==> src/rtl/core/sss_pkg.sv <==
// ----------------------------------------------------------------------------
// sss_pkg
// Shared constants and types for the stock span stack.
// ----------------------------------------------------------------------------
package sss_pkg;

    localparam int STACK_DEPTH = 1024;
    localparam int PRICE_WIDTH = 32;
    localparam int DAY_W       = 32;
    localparam int FILL_W      = $clog2(STACK_DEPTH) + 1;

    localparam logic [DAY_W-1:0] DAY_MAX = {DAY_W{1'b1}};

    typedef struct packed {
        logic signed [PRICE_WIDTH-1:0] price;
        logic [DAY_W-1:0]              day;
    } entry_t;

    typedef struct packed {
        logic push;
        logic pop;
    } shift_t;

endpackage

==> src/rtl/core/sss_cell.sv <==
// ----------------------------------------------------------------------------
// sss_cell
// One stack slot. Push takes the entry from the slot above, pop from below.
// ----------------------------------------------------------------------------
module sss_cell (
    input  logic            clk,
    input  sss_pkg::shift_t shift,
    input  sss_pkg::entry_t above,
    input  sss_pkg::entry_t below,
    output sss_pkg::entry_t entry
);
    import sss_pkg::*;

    entry_t entry_reg;

    always_ff @(posedge clk)
    begin
        if (shift.push)
        begin
            entry_reg <= above;
        end
        else if (shift.pop)
        begin
            entry_reg <= below;
        end
    end

    assign entry = entry_reg;

endmodule

==> config.mk <==
export PLATFORM = sky130hd
export DESIGN_NAME = sss_cell
export DESIGN_NICKNAME = d
export VERILOG_FILES = /design/src/rtl/core/sss_pkg.sv /design/src/rtl/core/sss_cell.sv
export SDC_FILE = /design/constraint.sdc
export NUM_CORES = 1
export LEC_CHECK = 0
export ABC_CLOCK_PERIOD_IN_PS = 4410
export BUFFER_PORTS_ARGS = -buffer_cell sky130_fd_sc_hd__clkbuf_2
export CAP_MARGIN = 30
export CORE_ASPECT_RATIO = 0.5
export CORE_MARGIN = 2
export CORE_UTILIZATION = 45
export CTS_BUF_LIST = sky130_fd_sc_hd__clkbuf_8 sky130_fd_sc_hd__clkbuf_16
export CTS_CLUSTER_DIAMETER = 30
export DETAILED_ROUTE_END_ITERATION = 16
export GPL_ROUTABILITY_DRIVEN = 1
export HOLD_SLACK_MARGIN = 0.03
export PLACE_DENSITY = 0.86
export SLEW_MARGIN = 0
export SYNTH_ARGS = -nofsm -noshare
export SYNTH_HDL_FRONTEND = slang
export SYNTH_SLANG_ARGS = --single-unit
==> constraint.sdc <==
create_clock -name clk -period 4.41 [get_ports clk]
set_clock_uncertainty 0.05 [all_clocks]
set_input_delay 0.2205 -clock clk [delete_from_list [all_inputs] [get_ports clk]]
set_output_delay 0.2205 -clock clk [all_outputs]
set_load 0.05 [all_outputs]
# Word level (Yosys, flattened, before mapping)
# Index checks and enable logic that the tools add are counted.
# totals
reg_bits	64
output_inout_bits	64
wordCells	5
# op_classes
muxes	2
n_reduce_logical	1
# ops
op	n
$mux W64	2
$reduce_bool A2 Y1	1

# Depth between registers and ports, before layout
# depth
depth_word	2
mapped_depth	3
depth_no_buf	1

# Worst setup path before layout
# OpenSTA, ideal clock, no wires.
# synth_path
kind	in2reg
from	input port shift[1] in the netlist's numbering
to	register entry_reg, in the netlist entry[0], enable pin
setup_ns	0.426
arrival_ns	1.969
required_time_ns	3.934
slack_ns	1.965
stages	3
path_cell_list	buf_6 buf_6 or2_1
# synth_via
elab_chain_cells	1
# synth_rtl
item	line	text
from (decl)	sss_cell.sv:7	input sss_pkg::shift_t shift,
$reduce_bool A2 Y1 (no source line)	n/a	
to (signal assigned)	sss_cell.sv:20	entry_reg <= above;
to (signal assigned)	sss_cell.sv:24	entry_reg <= below;
to (decl)	sss_cell.sv:14	entry_t entry_reg;
# No other way between the ends.
# A chain may end at the register's enable or synchronous reset.

# Worst setup path in the final report
# layout_path
from	input port shift[1] in the netlist's numbering
to	register entry_reg, in the netlist entry[49], enable pin
# Same word-level chain as after synthesis.

==> flow_metrics.py <==
metrics = {
    "synthesis": {
        "synth_edf_count": 64,
        "yosysTopAreaCellShare_pct": 66.1,
        "synth_area_um2": 2910,
        "synthCells": 136,
        "ys_seq_elements": 64,
        "async_reset_ff_share_pct": 0,
        "synth_commonest_cells": "edfxtp_1 (64), mux2_4 (49), mux2_2 (15)",
        "yosysWarnings": 0,
        "syn_nets": 267,
        "synth.most_common_cell": "edfxtp_1",
        "synth_top_area_cell": "edfxtp_1",
        "synth-main-ff-cell": "edfxtp_1",
        "synth.distinct_cells": 6,
        "seq_area_frac_synth_pct": 66.1,
        "synthTopCellsByArea": "edfxtp_1 (66%), mux2_4 (25%), mux2_2 (5.8%)",
        "syn_avg_cell_area_um2": 21.4,
    },
    "pwr": {
        "powerDensity_nw_per_um2": 464,
        "ir_drop_mv": 0.280,
        "cellLeakagePower_nw": 2.10,
        "power_mw": 1.98,
    },
    "placement": {
        "dp_hpwl_um": 4770,
        "place_area_um2": 3920,
        "io_buffers": 194,
        "dpl_worst_slack_ps": 2050,
        "gp_congestion": 0.827,
        "dp.cells": 412,
    },
    "drt": {
        "wl_per_cell_um": 14.6,
        "antenna_left": 0,
        "dr.pass1.iters": 4,
        "num_vias": 1917,
        "routed_wl_um": 6250,
        "first_iter_violations": 76,
        "drc": 0,
        "vias_per_cell": 4.47,
    },
    "floorplanning": {
        "coreArea_um2": 6160,
        "start_util_pct": 47.2,
        "io_pins": 195,
        "die_height_um": 60.8,
        "die_w_um": 118,
        "die_area_um2": 7150,
        "rows": 20,
    },
    "timing": {
        "timing.fmax_mhz": 717,
        "hold_viol_final": 0,
        "rsz0062_at_grt": "false",
        "setup_viol": 0,
        "layout_setup_ws_ps": 3020,
        "finalCritPeriodShare_pct": 31.6,
        "min_period_ps": 1390,
        "tns_ps": 0,
        "max-slew-margin-rel_pct": 47.3,
        "slew_viol_final": 0,
        "worst_hold_slack_ps": 153,
        "tightest_slew_ps": 790,
    },
    "critical_path": {
        "crit_top_cell": "buf_4",
        "worstPathRequired_ps": 4300,
        "critPathMaxStageDelay_ps": 610,
        "cp-start-kind": "primary input",
        "critical_path.cell_chain": "buf_4 -> or2_2 -> buf_4",
        "path_class": "in2reg",
        "cp-end-kind": "register",
        "cp_max_fo": 64,
        "slowest_stage": "buf_4",
        "worstPathArrival_ps": 1290,
    },
    "global_route": {
        "grt_max_degree": 66,
        "grt_use_total_pct": 16.0,
        "grt_overflow": 0,
        "antenna_found_initial": 0,
        "grt_pass1_vias": 1961,
        "grt_pass1_wl_um": 8700,
    },
    "clock_network": {
        "cts-hold-fix-buffers": 0,
        "clk_path_buf_depth": 2,
        "numCtsBuffers": 9,
        "root_buffer": "clkbuf_16",
        "cts.clk_slew.worst_paths_ps": 60,
        "htreeDepth": 3,
        "tritoncts": "done",
        "post-cts-setup-buffers": 0,
        "cts.sinks": 64,
        "cts_resized": 0,
    },
    "layout": {
        "post_route_cells_drive_above_1_share_pct": 81.2,
        "ff_latch_area_um2": 1920,
        "num-fill-cells": 465,
        "final_util_pct": 69.5,
        "nets": 467,
        "stdcell_count": 429,
        "multi_input_area_um2": 911,
        "largest_reg_flops": 64,
        "antenna_cells": 0,
        "synthToLayoutAreaGrowth_pct": 47.3,
        "final_area_um2": 4280,
    },
    "flow_run": {
        "maxCapViolations": 0,
    },
    "hold_path": {
        "hp-class": "in2reg",
    },
    "status": {
        "status": "completed",
    },
}
## layout make-up
class | count | share of cell area (%)
Timing Repair Buffer | 196 | 23.6
Clock inverter | 7 | 2.40
Sequential cell | 64 | 44.9
Multi-Input combinational cell | 65 | 21.3
Tap cell | 88 | 2.57
Clock buffer | 9 | 5.26
## cells in the final DEF (no fill, tap or decap)
cell type / netlist / routed
mux2_2: 15 / 15
edfxtp_1: 64 / 64
buf_16: 0 / 1
clkbuf_2: 0 / 193
mux2_4: 49 / 49
buf_4: 0 / 2
clkinv_4: 0 / 1
inv_6: 0 / 3
clkinvlp_4: 0 / 1
bufinv_16: 0 / 2
or2_2: 0 / 1
clkbuf_16: 0 / 9
## per-layer routing
layer  up-vias  global-route usage, %  wire length (µm)
li1        932                      -                 -
met1       903                   15.1              2150
met2        70                   33.2              3700
met3        12                   4.42               291
met4         0                   8.43               106
met5         -                      0                 0
## cell families after synthesis
| kind of cell | count (synthesis) | synth area share [%] |
|---|---|---|
| flip-flops | 64 | 66.1 |
| multiplexers | 64 | 31.1 |
| buffers and inverters | 7 | 2.50 |
| AND/OR/NAND/NOR | 1 | 0.215 |
## critical path: cells and delay by family
kind / cells / cell delay [ps]
buffers and inverters: 2 / 870
AND/OR/NAND/NOR: 1 / 160
## report_power, final
part | internal (mW) | switching [mW] | leakage, nW
registers | 0.748 | 0.0188 | 0.652
logic | 0.147 | 0.315 | 1.29
clock network | 0.501 | 0.254 | 0.157
total | 1.40 | 0.588 | 2.10
## final timing paths
path	start	end	slack, ps	cells past startpoint
setup / recovery	shift[1]	entry[49]	3020	3
hold / removal	above[29]	entry[29]	150	2
Power figures use the tool's default switching activity.
